===== config.mk =====
export PLATFORM = sky130hd
export DESIGN_NAME = zcd_queue
export DESIGN_NICKNAME = d
export VERILOG_FILES = /design/src/hdl/zcd_pkg.sv /design/src/hdl/zcd_queue.sv
export SDC_FILE = /design/constraint.sdc
export NUM_CORES = 1
export LEC_CHECK = 0
export BUFFER_PORTS_ARGS = -buffer_cell sky130_fd_sc_hd__buf_2
export CELL_PAD_IN_SITES_DETAIL_PLACEMENT = 1
export CELL_PAD_IN_SITES_GLOBAL_PLACEMENT = 2
export CORE_AREA = 5 5 308 310
export DETAILED_ROUTE_END_ITERATION = 16
export DIE_AREA = 0 0 313 315
export GPL_ROUTABILITY_DRIVEN = 0
export HOLD_SLACK_MARGIN = 0.1
export PLACE_DENSITY_LB_ADDON = 0.1
export SLEW_MARGIN = 15
export SYNTH_ARGS = -nofsm -noshare
export SYNTH_HDL_FRONTEND = slang
export SYNTH_SLANG_ARGS = --single-unit
export TNS_END_PERCENT = 50

===== constraint.sdc =====
create_clock -name clk -period 28.1 [get_ports clk]
set_input_delay 2.81 -clock clk [delete_from_list [all_inputs] [get_ports clk]]
set_output_delay 2.81 -clock clk [all_outputs]
set_load 0.02 [all_outputs]

===== src/hdl/zcd_pkg.sv =====
`timescale 1ns / 1ps
// Shared types, widths and constants of the zigzag current deposition block.
// Used by every module in this folder; depends on nothing.
package zcd_pkg;

  localparam int GRID_CELLS    = 1024;
  localparam int POS_FRAC_BITS = 20;

  localparam int DATA_W   = 32;
  localparam int CELL_W   = 11;
  localparam int RES_CNT  = 14;
  localparam int ADDR_W   = 5;
  localparam int MUL_W    = 33;
  localparam int PROD_W   = 2 * MUL_W;
  localparam int DISP_SH  = 54 - POS_FRAC_BITS;
  localparam int DISP_W   = POS_FRAC_BITS + 10;
  localparam int X2_W     = 33;
  localparam int XW       = ((DISP_W > X2_W) ? DISP_W : X2_W) + 1;
  localparam int FI_W     = XW - POS_FRAC_BITS;
  localparam int RW       = XW + 3;
  localparam int WT_W     = POS_FRAC_BITS + 1;
  localparam int SAT_W    = 72;
  localparam int T_W      = 33;
  localparam int Q_DEPTH  = 2;
  localparam int Q_PTR_W  = $clog2(Q_DEPTH);
  localparam int Q_CNT_W  = $clog2(Q_DEPTH + 1);

  localparam logic [WT_W-1:0] ONE_POS = WT_W'(1) << POS_FRAC_BITS;

  localparam logic [2:0] REG_CFL      = 3'd0;
  localparam logic [2:0] REG_CHARGE   = 3'd1;
  localparam logic [2:0] REG_ORIGIN_X = 3'd2;
  localparam logic [2:0] REG_ORIGIN_Y = 3'd3;
  localparam logic [2:0] REG_ORIGIN_Z = 3'd4;

  typedef struct packed {
    logic [30:0]             cfl;
    logic [DATA_W-1:0]       charge;
    logic [2:0][DATA_W-1:0]  origin;
  } cfg_t;

  typedef struct packed {
    logic [1:0][2:0][FI_W-1:0]   fi;
    logic [1:0][2:0][DATA_W-1:0] flux;
    logic [1:0][2:0][WT_W-1:0]   wt;
  } job_t;

  typedef enum logic [3:0] {
    F_IDLE, F_SUMSQ, F_ROOT, F_DIV, F_KMUL, F_DISP, F_GEOM, F_FLUX, F_PUSH
  } front_state_t;

  function automatic logic [2:0] stencil_of(input logic [2:0] p);
    logic [2:0] s;
    unique case (p)
      3'd0:    s = 3'b000;
      3'd1:    s = 3'b001;
      3'd2:    s = 3'b010;
      3'd3:    s = 3'b100;
      3'd4:    s = 3'b110;
      3'd5:    s = 3'b101;
      3'd6:    s = 3'b011;
      default: s = 3'b000;
    endcase
    return s;
  endfunction

  function automatic logic [DATA_W-1:0] sat32(input logic signed [SAT_W-1:0] v);
    logic [DATA_W-1:0] r;
    if (v > SAT_W'(signed'(32'sh7FFFFFFF))) begin
      r = 32'h7FFFFFFF;
    end else if (v < SAT_W'(signed'(32'sh80000000))) begin
      r = 32'h80000000;
    end else begin
      r = v[DATA_W-1:0];
    end
    return r;
  endfunction

endpackage


===== src/hdl/zcd_queue.sv =====
`timescale 1ns / 1ps
// Short queue of classified particle jobs between the front and back parts.
// Depends on zcd_pkg.
module zcd_queue import zcd_pkg::*; (
  input  logic clk,
  input  logic rst,
  input  logic wr,
  output logic full,
  input  job_t wdata,
  input  logic rd,
  output logic valid,
  output job_t rdata
);

  job_t               mem [Q_DEPTH];
  logic [Q_PTR_W-1:0] wptr;
  logic [Q_PTR_W-1:0] rptr;
  logic [Q_CNT_W-1:0] count;

  assign full  = (count == Q_CNT_W'(Q_DEPTH));
  assign valid = (count != '0);
  assign rdata = mem[rptr];

  always_ff @(posedge clk) begin
    if (wr && !full) begin
      mem[wptr] <= wdata;
    end
  end

  always_ff @(posedge clk) begin
    if (rst) begin
      wptr  <= '0;
      rptr  <= '0;
      count <= '0;
    end else begin
      if (wr && !full) begin
        wptr <= (wptr == Q_PTR_W'(Q_DEPTH - 1)) ? '0 : wptr + 1'b1;
      end
      if (rd && valid) begin
        rptr <= (rptr == Q_PTR_W'(Q_DEPTH - 1)) ? '0 : rptr + 1'b1;
      end
      count <= count + Q_CNT_W'(wr && !full) - Q_CNT_W'(rd && valid);
    end
  end

endmodule


==> reports/results.txt <==
dpl hpwl: 64800 microns
Sequential Area: 24200 sq um
Root Driver: clkbuf_16
sequential share of power: 42.5%
Pint: 2.54 mW
Min-Delay Path Class: reg2reg
Worst EP required: 25290 ps
number of antenna violations at the first check in global routing: 71
Layout area overhead: 26.8%
Cell variety after synth: 24
R2R depth: 8
DP Worst Slack: 20660 ps
first-pass GRT wire length: 122000 microns
sequential share of the synthesized area: 82.2%
number of remaining DRC errors: 0
status: finished, final reports clean
clock buffer depth: 3
DR pass1 iterations: 6
nets@finish: 2557
crit end category: primary output
Crit path arrival time: 4690 ps
Core ar.: 91400 sq um
clk slew on worst S/H paths: 60 ps
setup TNS: 0 ps
Pins Over Slew Limit: 0
Cells after Synth: 1278
Fill cells: 9081
most common cell after layout, fill and taps aside: buf_2
r2r setup slk: 23370 ps
TritonCTS clock tree: built
ANT nets after route: 0
Switch Pwr: 1.20 mW
# IOs: 810
Die H: 315 microns
fraction of layout instances using a drive strength above 1: 60.2%
final hold violations: 0
endpoints failing setup: 0
Crit Reg-Reg Endpoint: mem[0][21]
Finished Layout Cells: 3429
RSZ-0062 raised after global routing: false
initial DRC count: 853
H-tree level count: 3
Max VDD drop: 79.3 uV
number of global-route vias before repair: 17.1k
Leak: 13.8 nW
post-CTS sizing: 0
max_slew headroom: 22.8%
Tmin final: 7500 ps
Hold Path Stages: 2
min-delay src: rptr
flip-flop and latch count after synthesis: 809
Vias/cell: 4.55
Num CTS Buffers: 89
post-route setup slack: 20600 ps
syn_nets: 1686
YS warnings: 0
Row Count: 111
Clk pwr share: 28.6%
Placed Cells: 3243
GRT Total Usage: 17.0%
clock sinks: 809
P per Cell Area: 100 nW/um^2
WL per Instance: 25.9 microns
Initial Utilization: 32.3%
FF-to-FF Start: count[0]
Detailed Route WL: 88600 microns
final worst-path cycle share: 26.7%
Critical Setup Path Class: reg2out
switching part of the total power: 32.0%
commonest non-fill, non-tap cells in the layout: buf_2 (809), edfxtp_1 (804), mux2_2 (364)
die outline width: 313 microns
largest net degree at the start of global routing: 152
skew final: 15.5 ps
Comb pwr share: 28.8%
total gr overflow: 0
total number of vias: 15.6k
crit-path max FO: 60
hold_buf cts: 0
area of the multi-input gates: 4760 sq um
PortBufs: 809
worst slew pin tran: 1160 ps
Die ar.: 98600 sq um
Synth Cell Area: 29500 sq um
highest clock rate: 133 MHz
critical path startpoint category: flop
syn_area_per_cell: 23.1 sq um
setup bufs post-CTS: 0
Clock Latency Late Sink: 630 ps
Max Cap Viol: 0
power groups by stage:
| stage | Clock [mW] | Sequential [mW] | Combinational (mW) |
|---|---|---|---|
| finish | 1.07 | 1.59 | 1.08 |
| global route | 1.17 | 1.60 | 1.14 |
| CTS | 1.11 | 1.60 | 1.11 |
| detailed placement | 0 | 1.62 | 1.11 |
| global placement | 0 | 1.62 | 1.10 |
| floorplan | 0 | 1.67 | 0.731 |
cell families (layout without fill, tap and decap cells):
group | count (synthesis) | after routing | synth area share, %
simple gates | 11 | 11 | 0.195
flops | 809 | 809 | 82.2
fa+ha+maj | 2 | 2 | 0.0848
compound gates | 3 | 3 | 0.0593
other cells | 0 | 25 | 0
buf+inv | 49 | 989 | 1.71
xor+xnor | 2 | 2 | 0.0594
mux | 402 | 402 | 15.7
worst max-delay path by stage:
stage | from | depth (start not counted) | endpoint | slack [ps]
3_3_place_gp | wr | 7 | mem[0][12] | 20710
4_1_cts | flop | 5 | rdata[304] | 20410
5_1_grt | flop | 5 | rdata[135] | 20300
3_5_place_dp | wr | 7 | mem[0][179] | 20660
2_1_floorplan | wr | 1 | mem[1][0] | 15300
6_report | flop | 5 | rdata[144] | 20600
Yosys cell counts (all sizes together):
library cell | count | area (sq um)
edfxtp | 804 | 24100
a21oi | 1 | 5.00
dfxtp | 5 | 100
and3 | 1 | 6.26
or3 | 1 | 6.26
mux2 | 402 | 4640
nor2 | 3 | 11.3
buf | 45 | 490
o21a | 1 | 7.51
and2 | 1 | 6.26
nor3 | 1 | 5.00
or2 | 1 | 6.26
xnor2 | 1 | 8.76
o21ai | 1 | 5.00
ha | 2 | 25.0
nand2b | 1 | 6.26
inv | 4 | 15.0
xor2 | 1 | 8.76
nor2b | 1 | 6.26
nand2 | 1 | 3.75
flip-flops by register name (all words and copies together) (netlist names), named ones only:
signal  count
count       2
mem       804
rptr        1
wptr        1
per-layer routing:
metal	vias to the layer above	wire, microns	GRT usage (%)
li1	6893	-	-
met1	7857	29400	16.7
met2	589	49100	32.6
met3	208	6950	6.51
met4	40	2970	6.04
met5	-	252	0
through the flow:
step | hold WS, ps | total power [mW] | cell area, sq um | util [%]
final | 512 | 3.74 | 37400 | 40.9
after global routing | 551 | 3.91 | 37400 | 40.9
after CTS | 522 | 3.81 | 37300 | 40.8
after detailed placement | 508 | 2.73 | 34700 | 38.0
after global placement | 499 | 2.72 | 34700 | 38.0
after floorplan | 452 | 2.40 | 29500 | -
layout make-up:
class | instances | share of cell area (%)
antenna | 25 | 0.167
inverter | 4 | 0.0602
tap | 1186 | 3.97
multi-input combinational | 420 | 12.7
sequential | 809 | 64.8
clock inverter | 41 | 0.665
timing repair buffer | 825 | 11.2
clock buffer | 119 | 6.39
worst max-delay path: stages, from the launching register on:
cell and delay [ps]:
dfxtp_4 840, buf_4 810, buf_4 820, buf_4 800
mux2_2 420, buf_2 160
(Power assumes the default switching activity.)
